$ cat src/bbn_pkg.sv
// Shared constants, register indexes and controller/datapath interface types.
package bbn_pkg;

    localparam int MaxVertices = 64;
    localparam int AddrW       = (MaxVertices > 1) ? $clog2(MaxVertices) : 1;
    localparam int CntW        = $clog2(MaxVertices + 1);

    localparam int CoordW    = 16;
    localparam int ColorW    = 24;
    localparam int ChanW     = 8;
    localparam int InDataW   = 3 * CoordW;
    localparam int OutDataW  = 3 * CoordW + 3 * ChanW;
    localparam int CfgAddrW  = 1;

    // Configuration register indexes.
    localparam logic [CfgAddrW-1:0] RegFloorColor = 1'b0;
    localparam logic [CfgAddrW-1:0] RegHouseColor = 1'b1;

    localparam logic [ColorW-1:0] FloorColorReset = 24'h808080;
    localparam logic [ColorW-1:0] HouseColorReset = 24'hFF0000;

    localparam logic signed [CoordW-1:0] CoordMax = 16'sh7FFF;
    localparam logic signed [CoordW-1:0] CoordMin = -16'sh8000;

    // Offset that moves the [0, 2] scaled value down to [-1, 1] in Q1.14.
    localparam logic [CoordW-1:0] HalfScale = 16'd16384;

    typedef struct packed {
        logic             load_en;
        logic             rd_en;
        logic             div_start;
        logic             capture;
        logic             clear_set;
        logic             is_last;
        logic [AddrW-1:0] idx;
    } t_cmd;

    typedef struct packed {
        logic [CntW-1:0] count;
        logic            div_done;
    } t_status;

endpackage

$ cat src/bbn_div.sv
// Shift-subtract divider computing (65536*num + range) / (2*range), one quotient bit a cycle.
module bbn_div
    import bbn_pkg::*;
(
    input  logic              i_clk,
    input  logic              i_rst_n,
    input  logic              i_start,
    input  logic [CoordW-1:0] i_num,
    input  logic [CoordW-1:0] i_range,
    output logic [CoordW-1:0] o_quo,
    output logic              o_done
);

    localparam int StepW = $clog2(CoordW + 1);

    logic [CoordW:0]     r_rem;
    logic [CoordW-1:0]   r_low;
    logic [CoordW:0]     r_dvs;
    logic [CoordW-1:0]   r_quo;
    logic [StepW-1:0]    r_cnt;
    logic                r_busy;
    logic                r_done;

    logic [CoordW+1:0]   w_trial;
    logic                w_ge;
    logic [CoordW+1:0]   w_diff;

    // The dividend's upper half is num and its lower half is range, so the
    // partial remainder starts at num and the range bits are shifted in.
    assign w_trial = {r_rem, r_low[CoordW-1]};
    assign w_ge    = (w_trial >= {1'b0, r_dvs});
    assign w_diff  = w_trial - {1'b0, r_dvs};

    always_ff @(posedge i_clk) begin
        if (!i_rst_n) begin
            r_busy <= 1'b0;
            r_done <= 1'b0;
            r_cnt  <= '0;
        end else begin
            r_done <= 1'b0;
            if (i_start) begin
                r_rem  <= {1'b0, i_num};
                r_low  <= i_range;
                r_dvs  <= {i_range, 1'b0};
                r_quo  <= '0;
                r_cnt  <= StepW'(CoordW);
                r_busy <= 1'b1;
            end else if (r_busy) begin
                r_rem <= w_ge ? w_diff[CoordW:0] : w_trial[CoordW:0];
                r_low <= {r_low[CoordW-2:0], 1'b0};
                r_quo <= {r_quo[CoordW-2:0], w_ge};
                r_cnt <= r_cnt - StepW'(1);
                if (r_cnt == StepW'(1)) begin
                    r_busy <= 1'b0;
                    r_done <= 1'b1;
                end
            end
        end
    end

    assign o_quo  = r_quo;
    assign o_done = r_done;

endmodule

$ cat src/bbn_datapath.sv
// Vertex store, running extremes, color registers, dividers and the result register.
module bbn_datapath
    import bbn_pkg::*;
(
    input  logic                i_clk,
    input  logic                i_rst_n,
    input  t_cmd                i_cmd,
    output t_status             o_status,
    input  logic [InDataW-1:0]  i_vertex,
    input  logic                i_cfg_we,
    input  logic [CfgAddrW-1:0] i_cfg_addr,
    input  logic [ColorW-1:0]   i_cfg_wdata,
    output logic [OutDataW-1:0] o_result,
    output logic                o_overflowed,
    output logic                o_last
);

    logic [InDataW-1:0]        r_mem [MaxVertices];
    logic [InDataW-1:0]        r_rd_data;
    logic [CntW-1:0]           r_count;
    logic signed [CoordW-1:0]  r_min_x, r_max_x, r_min_z, r_max_z;
    logic                      r_drop;
    logic [ColorW-1:0]         r_floor_color, r_house_color;
    logic [OutDataW-1:0]       r_result;
    logic                      r_overflowed;
    logic                      r_last;

    logic signed [CoordW-1:0]  w_in_x, w_in_z;
    logic signed [CoordW-1:0]  w_st_x, w_st_y, w_st_z;
    logic                      w_room;
    logic [CoordW:0]           w_num_x, w_num_z, w_rng_x, w_rng_z;
    logic [CoordW-1:0]         w_quo_x, w_quo_z;
    logic                      w_done_x, w_done_z;
    logic [CoordW-1:0]         w_norm_x, w_norm_z;
    logic [ColorW-1:0]         w_color;

    assign w_in_x = i_vertex[CoordW-1:0];
    assign w_in_z = i_vertex[3*CoordW-1:2*CoordW];
    assign w_st_x = r_rd_data[CoordW-1:0];
    assign w_st_y = r_rd_data[2*CoordW-1:CoordW];
    assign w_st_z = r_rd_data[3*CoordW-1:2*CoordW];
    assign w_room = (r_count < CntW'(MaxVertices));

    always_ff @(posedge i_clk) begin
        if (i_cmd.load_en && w_room) begin
            r_mem[r_count[AddrW-1:0]] <= i_vertex;
        end
        if (i_cmd.rd_en) begin
            r_rd_data <= r_mem[i_cmd.idx];
        end
    end

    always_ff @(posedge i_clk) begin
        if (!i_rst_n || i_cmd.clear_set) begin
            r_count <= '0;
            r_min_x <= CoordMax;
            r_max_x <= CoordMin;
            r_min_z <= CoordMax;
            r_max_z <= CoordMin;
            r_drop  <= 1'b0;
        end else if (i_cmd.load_en) begin
            if (w_room) begin
                r_count <= r_count + CntW'(1);
                if (w_in_x < r_min_x) r_min_x <= w_in_x;
                if (w_in_x > r_max_x) r_max_x <= w_in_x;
                if (w_in_z < r_min_z) r_min_z <= w_in_z;
                if (w_in_z > r_max_z) r_max_z <= w_in_z;
            end else begin
                r_drop <= 1'b1;
            end
        end
    end

    always_ff @(posedge i_clk) begin
        if (!i_rst_n) begin
            r_floor_color <= FloorColorReset;
            r_house_color <= HouseColorReset;
        end else if (i_cfg_we) begin
            case (i_cfg_addr)
                RegFloorColor: r_floor_color <= i_cfg_wdata;
                RegHouseColor: r_house_color <= i_cfg_wdata;
                default: ;
            endcase
        end
    end

    // Stored vertices always lie inside the extremes, so the offsets are
    // never negative and fit 16 unsigned bits.
    assign w_num_x = {w_st_x[CoordW-1], w_st_x} - {r_min_x[CoordW-1], r_min_x};
    assign w_num_z = {w_st_z[CoordW-1], w_st_z} - {r_min_z[CoordW-1], r_min_z};
    assign w_rng_x = {r_max_x[CoordW-1], r_max_x} - {r_min_x[CoordW-1], r_min_x};
    assign w_rng_z = {r_max_z[CoordW-1], r_max_z} - {r_min_z[CoordW-1], r_min_z};

    bbn_div u_div_x (
        .i_clk   (i_clk),
        .i_rst_n (i_rst_n),
        .i_start (i_cmd.div_start),
        .i_num   (w_num_x[CoordW-1:0]),
        .i_range (w_rng_x[CoordW-1:0]),
        .o_quo   (w_quo_x),
        .o_done  (w_done_x)
    );

    bbn_div u_div_z (
        .i_clk   (i_clk),
        .i_rst_n (i_rst_n),
        .i_start (i_cmd.div_start),
        .i_num   (w_num_z[CoordW-1:0]),
        .i_range (w_rng_z[CoordW-1:0]),
        .o_quo   (w_quo_z),
        .o_done  (w_done_z)
    );

    // A flat axis maps every vertex to zero.
    assign w_norm_x = (r_max_x == r_min_x) ? '0 : (w_quo_x - HalfScale);
    assign w_norm_z = (r_max_z == r_min_z) ? '0 : (w_quo_z - HalfScale);
    assign w_color  = (w_st_y == '0) ? r_floor_color : r_house_color;

    always_ff @(posedge i_clk) begin
        if (i_cmd.capture) begin
            r_result     <= {w_color[ChanW-1:0], w_color[2*ChanW-1:ChanW],
                             w_color[3*ChanW-1:2*ChanW], w_st_y, w_norm_z, w_norm_x};
            r_overflowed <= r_drop;
            r_last       <= i_cmd.is_last;
        end
    end

    assign o_status.count    = r_count;
    assign o_status.div_done = w_done_x & w_done_z;
    assign o_result          = r_result;
    assign o_overflowed      = r_overflowed;
    assign o_last            = r_last;

endmodule

$ cat src/bbn_ctrl.sv
// Controller state machine sequencing vertex load and result emission.
module bbn_ctrl
    import bbn_pkg::*;
(
    input  logic    i_clk,
    input  logic    i_rst_n,
    input  logic    i_in_valid,
    input  logic    i_in_last,
    output logic    o_in_ready,
    output logic    o_out_valid,
    input  logic    i_out_ready,
    output t_cmd    o_cmd,
    input  t_status i_status
);

    typedef enum logic [2:0] {
        S_LOAD,
        S_READ,
        S_START,
        S_DIV,
        S_OUT
    } t_state;

    t_state           r_state;
    logic [AddrW-1:0] r_idx;
    logic             w_accept;
    logic             w_is_last;
    logic             w_out_xfer;

    assign w_accept   = (r_state == S_LOAD) && i_in_valid;
    assign w_is_last  = ((CntW'(r_idx) + CntW'(1)) == i_status.count);
    assign w_out_xfer = (r_state == S_OUT) && i_out_ready;

    always_ff @(posedge i_clk) begin
        if (!i_rst_n) begin
            r_state <= S_LOAD;
            r_idx   <= '0;
        end else begin
            case (r_state)
                S_LOAD: begin
                    if (w_accept && i_in_last) begin
                        r_idx   <= '0;
                        r_state <= S_READ;
                    end
                end
                S_READ:  r_state <= S_START;
                S_START: r_state <= S_DIV;
                S_DIV: begin
                    if (i_status.div_done) r_state <= S_OUT;
                end
                S_OUT: begin
                    if (i_out_ready) begin
                        if (w_is_last) begin
                            r_state <= S_LOAD;
                        end else begin
                            r_idx   <= r_idx + AddrW'(1);
                            r_state <= S_READ;
                        end
                    end
                end
                default: r_state <= S_LOAD;
            endcase
        end
    end

    assign o_in_ready      = (r_state == S_LOAD);
    assign o_out_valid     = (r_state == S_OUT);
    assign o_cmd.load_en   = w_accept;
    assign o_cmd.rd_en     = (r_state == S_READ);
    assign o_cmd.div_start = (r_state == S_START);
    assign o_cmd.capture   = (r_state == S_DIV) && i_status.div_done;
    assign o_cmd.clear_set = w_out_xfer && w_is_last;
    assign o_cmd.is_last   = w_is_last;
    assign o_cmd.idx       = r_idx;

endmodule

$ cat src/bounding_box_normalizer.sv
// Top level of the bounding-box normalizer: stream ports, controller and datapath.
//
// The block collects a set of 3D vertices (signed Q8.8 x, y, z) into a 64-entry
// store, one vertex per cycle, while tracking the minimum and maximum of x and z.
// The transaction with tlast set closes the set; the vertex it carries is stored
// too. The block then emits one result per stored vertex in load order: x and z
// mapped onto [-1, 1] as signed Q1.14 (round(32768*(v-min)/range) - 16384, halves
// rounded up; an axis with zero range gives 0), y passed through as depth, and
// the floor color when y is zero or the house color otherwise. Vertices arriving
// while the store is full are dropped without touching the extremes, and every
// result of that set then carries the overflow flag in tuser. While a set is
// emitted no vertex is accepted. Each result passes through a store read, a
// divider start, the divider steps, a capture and the output state, which waits
// for the downstream side; the pair of 16-step shift-subtract dividers (one for
// x, one for z) runs these steps once per result. The color registers are
// written through the plain write port (index 0 floor color, index 1 house color,
// RGB with red in bits 23:16); the user writes them only while the block is idle,
// which the block itself does not enforce. They keep their values across sets.
module bounding_box_normalizer
    import bbn_pkg::*;
(
    input  logic                i_clk,
    input  logic                i_rst_n,
    // Vertex input stream.
    input  logic                i_s_axis_tvalid,
    output logic                o_s_axis_tready,
    input  logic [InDataW-1:0]  i_s_axis_tdata,   // coord_x, coord_y, coord_z
    input  logic                i_s_axis_tlast,   // last_vertex
    // Result output stream.
    output logic                o_m_axis_tvalid,
    input  logic                i_m_axis_tready,
    output logic [OutDataW-1:0] o_m_axis_tdata,   // norm_x, norm_z, depth, red, green, blue
    output logic                o_m_axis_tuser,   // overflowed
    output logic                o_m_axis_tlast,   // last_result
    // Configuration write port.
    input  logic                i_cfg_we,
    input  logic [CfgAddrW-1:0] i_cfg_addr,
    input  logic [ColorW-1:0]   i_cfg_wdata
);

    t_cmd    w_cmd;
    t_status w_status;

    // The controller owns the handshakes and the emit index; the datapath owns
    // the store, the set statistics and the arithmetic.
    bbn_ctrl u_ctrl (
        .i_clk       (i_clk),
        .i_rst_n     (i_rst_n),
        .i_in_valid  (i_s_axis_tvalid),
        .i_in_last   (i_s_axis_tlast),
        .o_in_ready  (o_s_axis_tready),
        .o_out_valid (o_m_axis_tvalid),
        .i_out_ready (i_m_axis_tready),
        .o_cmd       (w_cmd),
        .i_status    (w_status)
    );

    bbn_datapath u_datapath (
        .i_clk        (i_clk),
        .i_rst_n      (i_rst_n),
        .i_cmd        (w_cmd),
        .o_status     (w_status),
        .i_vertex     (i_s_axis_tdata),
        .i_cfg_we     (i_cfg_we),
        .i_cfg_addr   (i_cfg_addr),
        .i_cfg_wdata  (i_cfg_wdata),
        .o_result     (o_m_axis_tdata),
        .o_overflowed (o_m_axis_tuser),
        .o_last       (o_m_axis_tlast)
    );

endmodule
$ cat config.mk
export PLATFORM = sky130hd
export DESIGN_NAME = bounding_box_normalizer
export DESIGN_NICKNAME = d
export VERILOG_FILES = /design/src/bbn_pkg.sv /design/src/bbn_div.sv /design/src/bbn_datapath.sv /design/src/bbn_ctrl.sv /design/src/bounding_box_normalizer.sv
export SDC_FILE = /design/constraint.sdc
export NUM_CORES = 2
export LEC_CHECK = 0
export BUFFER_PORTS_ARGS = -buffer_cell sky130_fd_sc_hd__buf_2
export CAP_MARGIN = 10
export CORE_UTILIZATION = 51
export CTS_CLUSTER_DIAMETER = 50
export DETAILED_ROUTE_END_ITERATION = 6
export PLACE_DENSITY = 0.67
export RECOVER_POWER = 100
export SYNTH_ARGS = -nofsm -noshare
export SYNTH_HDL_FRONTEND = slang
export SYNTH_SLANG_ARGS = --single-unit
$ cat constraint.sdc
create_clock -name i_clk -period 7.8 [get_ports i_clk]
set_input_delay 1.56 -clock i_clk [delete_from_list [all_inputs] [get_ports i_clk]]
set_output_delay 1.56 -clock i_clk [all_outputs]
set_load 0.03 [all_outputs]
Word-level counts from Yosys, hierarchy flattened

Memories as Yosys holds them, arrays and structs flattened. A register that Yosys moved wholly into a read port is not among the register bits.
Cells that the tools add are included.

Add/subtract/negate cells: 13
Order comparisons: 7
Eq/ne operators: 13
Multiplexer cells: 36
Bitwise operators: 6
Reduce and logical (&&, ||, !) cells: 29

Operators with widths:

| operator                                             | count |
|---|---|
| 2-to-1 mux 16 bit                                    | 8 |
| 2-to-1 mux 17 bit                                    | 4 |
| subtractor 16 bit                                    | 4 |
| greater-or-equal comparator 18 x 17 -> 1 bit         | 2 |
| subtractor 17 bit                                    | 2 |
| equality test 16 bit                                 | 2 |
| > comparator 16 bit                                  | 2 |
| less-than comparator 16 bit                          | 2 |
| subtractor 16 x 15 -> 16 bit (second input constant) | 2 |
| 2-to-1 mux 24 bit                                    | 1 |
| 2-to-1 mux 5 bit                                     | 4 |
| 2-to-1 mux 6 bit                                     | 3 |
| logical NOT 16 bit                                   | 1 |
| case mux 3 bit (5 select lines)                      | 1 |
| AND reduction 3 bit                                  | 5 |
| AND reduction 2 bit                                  | 7 |
| case mux 6 bit (2 select lines)                      | 1 |
| 2-to-1 mux 1 bit                                     | 11 |
| equality test 5 x 1 -> 1 bit (second input constant) | 2 |
| subtractor 5 x 1 -> 5 bit (second input constant)    | 2 |
| 2-to-1 mux 3 bit                                     | 3 |
| adder 6 x 1 -> 7 bit (second input constant)         | 1 |
| adder 7 x 1 -> 7 bit (second input constant)         | 1 |
| equality test 7 bit                                  | 1 |
| other kinds (17)                                     | 32 |

Register bits: 347
Memory bits (writable): 3072
Memories: 1

Memory list:

| memory           | words | bits a word | rd ports | clocked after memory_dff | wr ports | RTL line           | text |
|---|---|---|---|---|---|---|---|
| u_datapath.r_mem | 64    | 48          | 1        | 1                        | 1        | bbn_datapath.sv:18 | `logic [InDataW-1:0] r_mem [MaxVertices];` |

Longest topological paths before layout

Depth after elaboration: 5
Mapped depth: 12
Depth with buffers taken out: 12

Cells and area by module

A second synthesis with hierarchy kept.

Cells, all modules: 6617
Area total of the unflattened synthesis: 137403.0 um^2

Modules (own cells, without submodules):

| module                       | instances | cells an instance | area an instance (um^2) |
|---|---|---|---|
| bbn_datapath                 | 1         | 5902              | 129096.3 |
| bbn_div (u_datapath.u_div_z) | 1         | 326               | 3923.8 |
| bbn_div (u_datapath.u_div_x) | 1         | 297               | 3674.8 |
| bbn_ctrl                     | 1         | 92                | 708.2 |

Least setup slack after synthesis

Ideal clock, no wire load.

Path kind: reg2reg
Start point: reg u_ctrl.r_state[2]
End point: reg u_ctrl.r_state[2]
Library setup time: 0.099 ns
Data arrival time: 6.113 ns
Slack: 1.588 ns
Stages on the path, launching flop included: 5
Period minus slack after synthesis: 6.212 ns
Path through: dfxtp_1 > clkbuf_1 > nor3_1 > nor2_1 > a211oi_1

Word-level cells in the longest chain between the ends: 5

Ends and longest elaborated chain:

| item                                     | RTL line                       | text |
|---|---|---|
| start, declared                          | bbn_ctrl.sv:24                 | `t_state r_state;` |
| start signal, assigned                   | bbn_ctrl.sv:36                 | `r_state <= S_LOAD;` |
| start signal, assigned                   | bbn_ctrl.sv:43                 | `r_state <= S_READ;` |
| start signal, assigned                   | bbn_ctrl.sv:46                 | `S_READ: r_state <= S_START;` |
| logical NOT 3 bit                        | bbn_ctrl.sv:30, bbn_ctrl.sv:39 |  |
| logical AND 1 bit                        | bbn_ctrl.sv:30                 | `assign w_accept = (r_state == S_LOAD) && i_in_valid;` |
| logical AND 1 bit                        | bbn_ctrl.sv:41                 | `if (w_accept && i_in_last) begin` |
| inequality test 2 x 1 -> 1 bit (no line) | --                             |  |
| AND reduction 3 bit (no line)            | --                             |  |

Several ways; a longest one is shown, not always the timed one.
A chain may end at the register's enable or synchronous reset.

Final worst setup path

Start point: reg u_ctrl.r_state[2]
End point: mem u_datapath.r_mem[19][43] in the netlist's numbering, enable pin

Word-level cells in the longest chain between the ends: 5

Ends and longest elaborated chain:

| item                                   | RTL line           | text |
|---|---|---|
| logical NOT 3 bit                      | bbn_ctrl.sv:30     |  |
| logical AND 1 bit                      | bbn_ctrl.sv:30     |  |
| logical AND 1 bit                      | bbn_datapath.sv:45 | `if (i_cmd.load_en && w_room) begin` |
| 2-to-1 mux 1 bit                       | bbn_datapath.sv:45 |  |
| 2-to-1 mux 1 bit (implied by the code) | bbn_datapath.sv:46 | `r_mem[r_count[AddrW-1:0]] <= i_vertex;` |
| end, declared                          | bbn_datapath.sv:18 |  |

No other way between the ends.

==> impl_results.md <==
- # Max-Cap Violations: 133
- Clk root buf: clkbuf_16
- Input/output buffers: 154
- Final cycle utilization of the critical path: 83.7%
- Worst-margin pin slew: 4390 ps
- Post-Syn Area: 137,000 um2
- Flops & latches, synth: 3,467
- Routed Antenna Nets: 0
- R2r worst-path depth: 7
- # Post-CTS Setup Buffers: 0
- Die Area: 271,000 um2
- Netlist cell types: 73
- EDFF count, synth: 3,324
- Post-synth top flop: edfxtp_1
- Register area share after synthesis: 74.7%
- Max-slew violations: 5,236
- Syn-to-layout area delta: 12.7%
- Area leader, netlist: edfxtp_1
- Synth top area cells: edfxtp_1, mux4_2, dfxtp_1
- Int Power: 31.6 mW
- FF-to-FF Start: u_ctrl.r_state[2]
- Total CTS buffers: 384
- TritonCTS clock tree: yes
- WL final: 356 mm
- Switching share of power: 21.0%
- Lkg Pwr: 48.3 nW
- Worst-path cell chain: nor3_1 -> nand2_1 -> or2_0 -> nor2_1 -> nand3_1 -> nor2_1 -> clkbuf_1
- Largest net degree at the start of global routing: 135
- Vias: 68.8k
- Crit start category: flip-flop
- # rows: 190
- R2r setup slk: 1270 ps
- CP endpoint: u_datapath.r_mem[19][43]
- Initial antenna violation count: 28
- Layout cell share with drive strength beyond 1: 23.3%
- Endpoints failing hold: 0
- Status: finished, violations left
- Violated checks: max-capacitance violations, max-slew violations
- Power per cell area: 258 nW/um2
- DRC errors left: 0
- Max stage delay on crit path: 2290 ps
- Worst r2r dst: u_datapath.r_mem[19][43]
- Sum Neg Setup Slack: 0 ps
- Clock sink count: 3,467
- Number of global-route vias before repair: 68.7k
- Cells after Synth: 6,592
- Placed Cells: 10.2k
- Total Routing Usage GR: 26.3%
- Fin Hold WS: 428 ps
- CP Capture Type: flip-flop
- Worst-Skew Late Latency: 990 ps
- First-pass GRT wire length: 505 mm
- Clock power frac: 44.3%
- Congestion Overflow GR: 0
- Die Width: 521 um
- Worst setup path start: u_ctrl.r_state[2]
- Yosys warnings: 0
- Via/cell ratio: 6.34
- Clock Path Buffers: 4
- Final std cells w/o fill: 10.9k
- Min cycle time layout: 6530 ps
- Yosys top cell area share: 72.6%
- Min-Delay Path Class: flip-flop to flip-flop
- Avg Cell Area, Syn: 20.8 um2
- Critical Path RT: 8360 ps
- # setup viols final: 0
- Final Util: 57.8%
- Die Y: 521 um
- Crit path max-delay cell type: nor2_1
- Async set-or-reset flop fraction in the synthesized netlist: 0%
- Worst Skew: 99.0 ps
- Most used cell, CP: nor2_1
- Post-DP HPWL: 206 mm
- Max-slew headroom: -193%
- Worst vdd ir: 0.000264 V
- Final GP Congestion: 0.877
- Drt pass-1 iters: 5
- Post-CTS sizing: 0
- H-tree levels: 5
- Synth Net Count: 6,837
- Setup CP Type: flip-flop to flip-flop
- Seq pwr share: 51.8%
- # nets final: 7,243
- CP max FO: 16
- Worst-path clk slew: 60 ps
- Switching power: 8.39 mW
- Hold_buf cts: 0
- Routed wire per std cell: 32.8 um
- Detailed Route Iter0 Violations: 8,452
- Core outline area: 268,000 um2
- Maximum clock frequency: 153 MHz
- RSZ-0062 raised after global routing: false
- Comb pwr share: 3.8%
- Io pins: 155
- Initial Util: 51.3%
- Worst EP arrival: 7080 ps
-- cell usage after synthesis (9+ instances only) --
cell and count:
a21o_1 35, xor2_1 36, mux4_2 928, dfxtp_1 143
buf_6 10, o31ai_1 9, nor4_1 10, nand2_1 251
clkbuf_1 161, ha_1 160, a22oi_1 80, a211oi_1 61
o21ai_0 70, o21a_1 17, buf_2 108, and3_1 13
nor3_1 25, a21oi_1 145, mux2_2 36, mux2i_1 133
nor2b_1 62, nand3_1 56, buf_4 18, and2_1 71
xnor2_1 54, inv_1 136, edfxtp_1 3324, nor2_1 212
buf_1 32, nand4_1 20, or3_1 17, nand2b_1 11
o211ai_1 34, a31oi_1 12
-- metal layers --
layer | wire [um] | up-vias | track usage [%]
li1 | - | 28111 | -
met1 | 139000 | 36631 | 36.5
met2 | 171000 | 3439 | 42.1
met3 | 31200 | 628 | 4.67
met4 | 15000 | 8 | 9.80
met5 | 46 | - | 0
-- worst min path at each step --
stage / startpoint / endpoint / slack [ps] / cells past startpoint
final: u_datapath.r_drop / u_datapath.o_overflowed / 430 / 0
after global routing: u_datapath.r_drop / u_datapath.o_overflowed / 440 / 0
after CTS: u_datapath.r_drop / u_datapath.o_overflowed / 420 / 0
after detailed placement: u_datapath.r_drop / u_datapath.o_overflowed / 420 / 0
after global placement: u_datapath.r_drop / u_datapath.o_overflowed / 420 / 0
after floorplan: u_datapath.r_drop / u_datapath.o_overflowed / 410 / 0
-- power groups by stage --
| stage | sequential (mW) | combinational, mW | clock [mW] |
|---|---|---|---|
| 2_1_floorplan | 21.1 | 0.834 | 0 |
| 3_3_place_gp | 21.1 | 1.50 | 0 |
| 3_5_place_dp | 21.1 | 1.55 | 0 |
| 4_1_cts | 20.7 | 1.56 | 17.9 |
| 5_1_grt | 20.7 | 1.67 | 18.6 |
| 6_report | 20.7 | 1.54 | 17.7 |
-- cell families (layout without fill, tap and decap cells) --
group           Yosys count  after routing  synth area share (%)
flops                  3467           3467                  74.7
mux                    1097           1097                  16.5
simple gates            779            779                  2.67
compound gates          527            527                  2.54
buf+inv                 466           1172                  1.48
fa+ha+maj               166            166                  1.54
xor+xnor                 90             90                 0.574
other cells               0              5                     0
-- layout by cell type (no fill, tap or decap), drive strengths merged, types with 11 or more instances in the layout --
cell type	Yosys	final
a211oi	61	61
a21o	35	35
a21oi	146	146
a22oi	80	80
a31oi	12	12
and2	71	71
and3	13	13
buf	168	135
bufinv	0	41
clkbuf	161	679
clkinv	1	144
clkinvlp	0	15
dfxtp	143	143
edfxtp	3324	3324
ha	160	160
inv	136	158
mux2	36	36
mux2i	133	133
mux4	928	928
nand2	251	251
nand2b	11	11
nand3	56	56
nand4	20	20
nor2	212	212
nor2b	62	62
nor3	26	26
o211ai	34	34
o21a	17	17
o21ai	76	76
or3	17	17
xnor2	54	54
xor2	36	36
-- stage by stage --
step           cell area, um2  power (mW)  setup WS, ps
2_1_floorplan          137000        21.9          1590
3_3_place_gp           143000        22.6          1680
3_5_place_dp           143000        22.6          1670
4_1_cts                156000        40.2          2440
5_1_grt                155000        41.0          1120
6_report               155000        40.0          1270
-- state kept, by name, indices dropped and copies added, names as in the netlist, 17 cells and up --
| register | cells |
|---|---|
| u_datapath.r_floor_color | 24 |
| u_datapath.r_mem | 3072 |
| u_datapath.o_result | 72 |
| u_datapath.r_house_color | 24 |
| u_datapath.u_div_x.r_rem | 17 |
| u_datapath.r_rd_data | 48 |
| u_datapath.u_div_z.r_rem | 17 |
-- critical path: cells and delay by family, from the launching register on --
family                 cells  cell delay (ps)
AND/OR/NAND/NOR            6             4550
buffers and inverters      1             1130
flip-flops                 1              390
-- final cells by class --
| cell class | instances | area, um2 |
|---|---|---|
| clock inverter | 221 | 2290 |
| antenna | 5 | 12.5 |
| multi-input combinational | 2659 | 32900 |
| inverter | 137 | 514 |
| fill | 19349 | 113000 |
| clock buffer | 465 | 10000 |
| timing repair buffer | 349 | 1980 |
| sequential | 3467 | 103000 |
| tap | 3552 | 4440 |
Power figures use the tool's default switching activity.
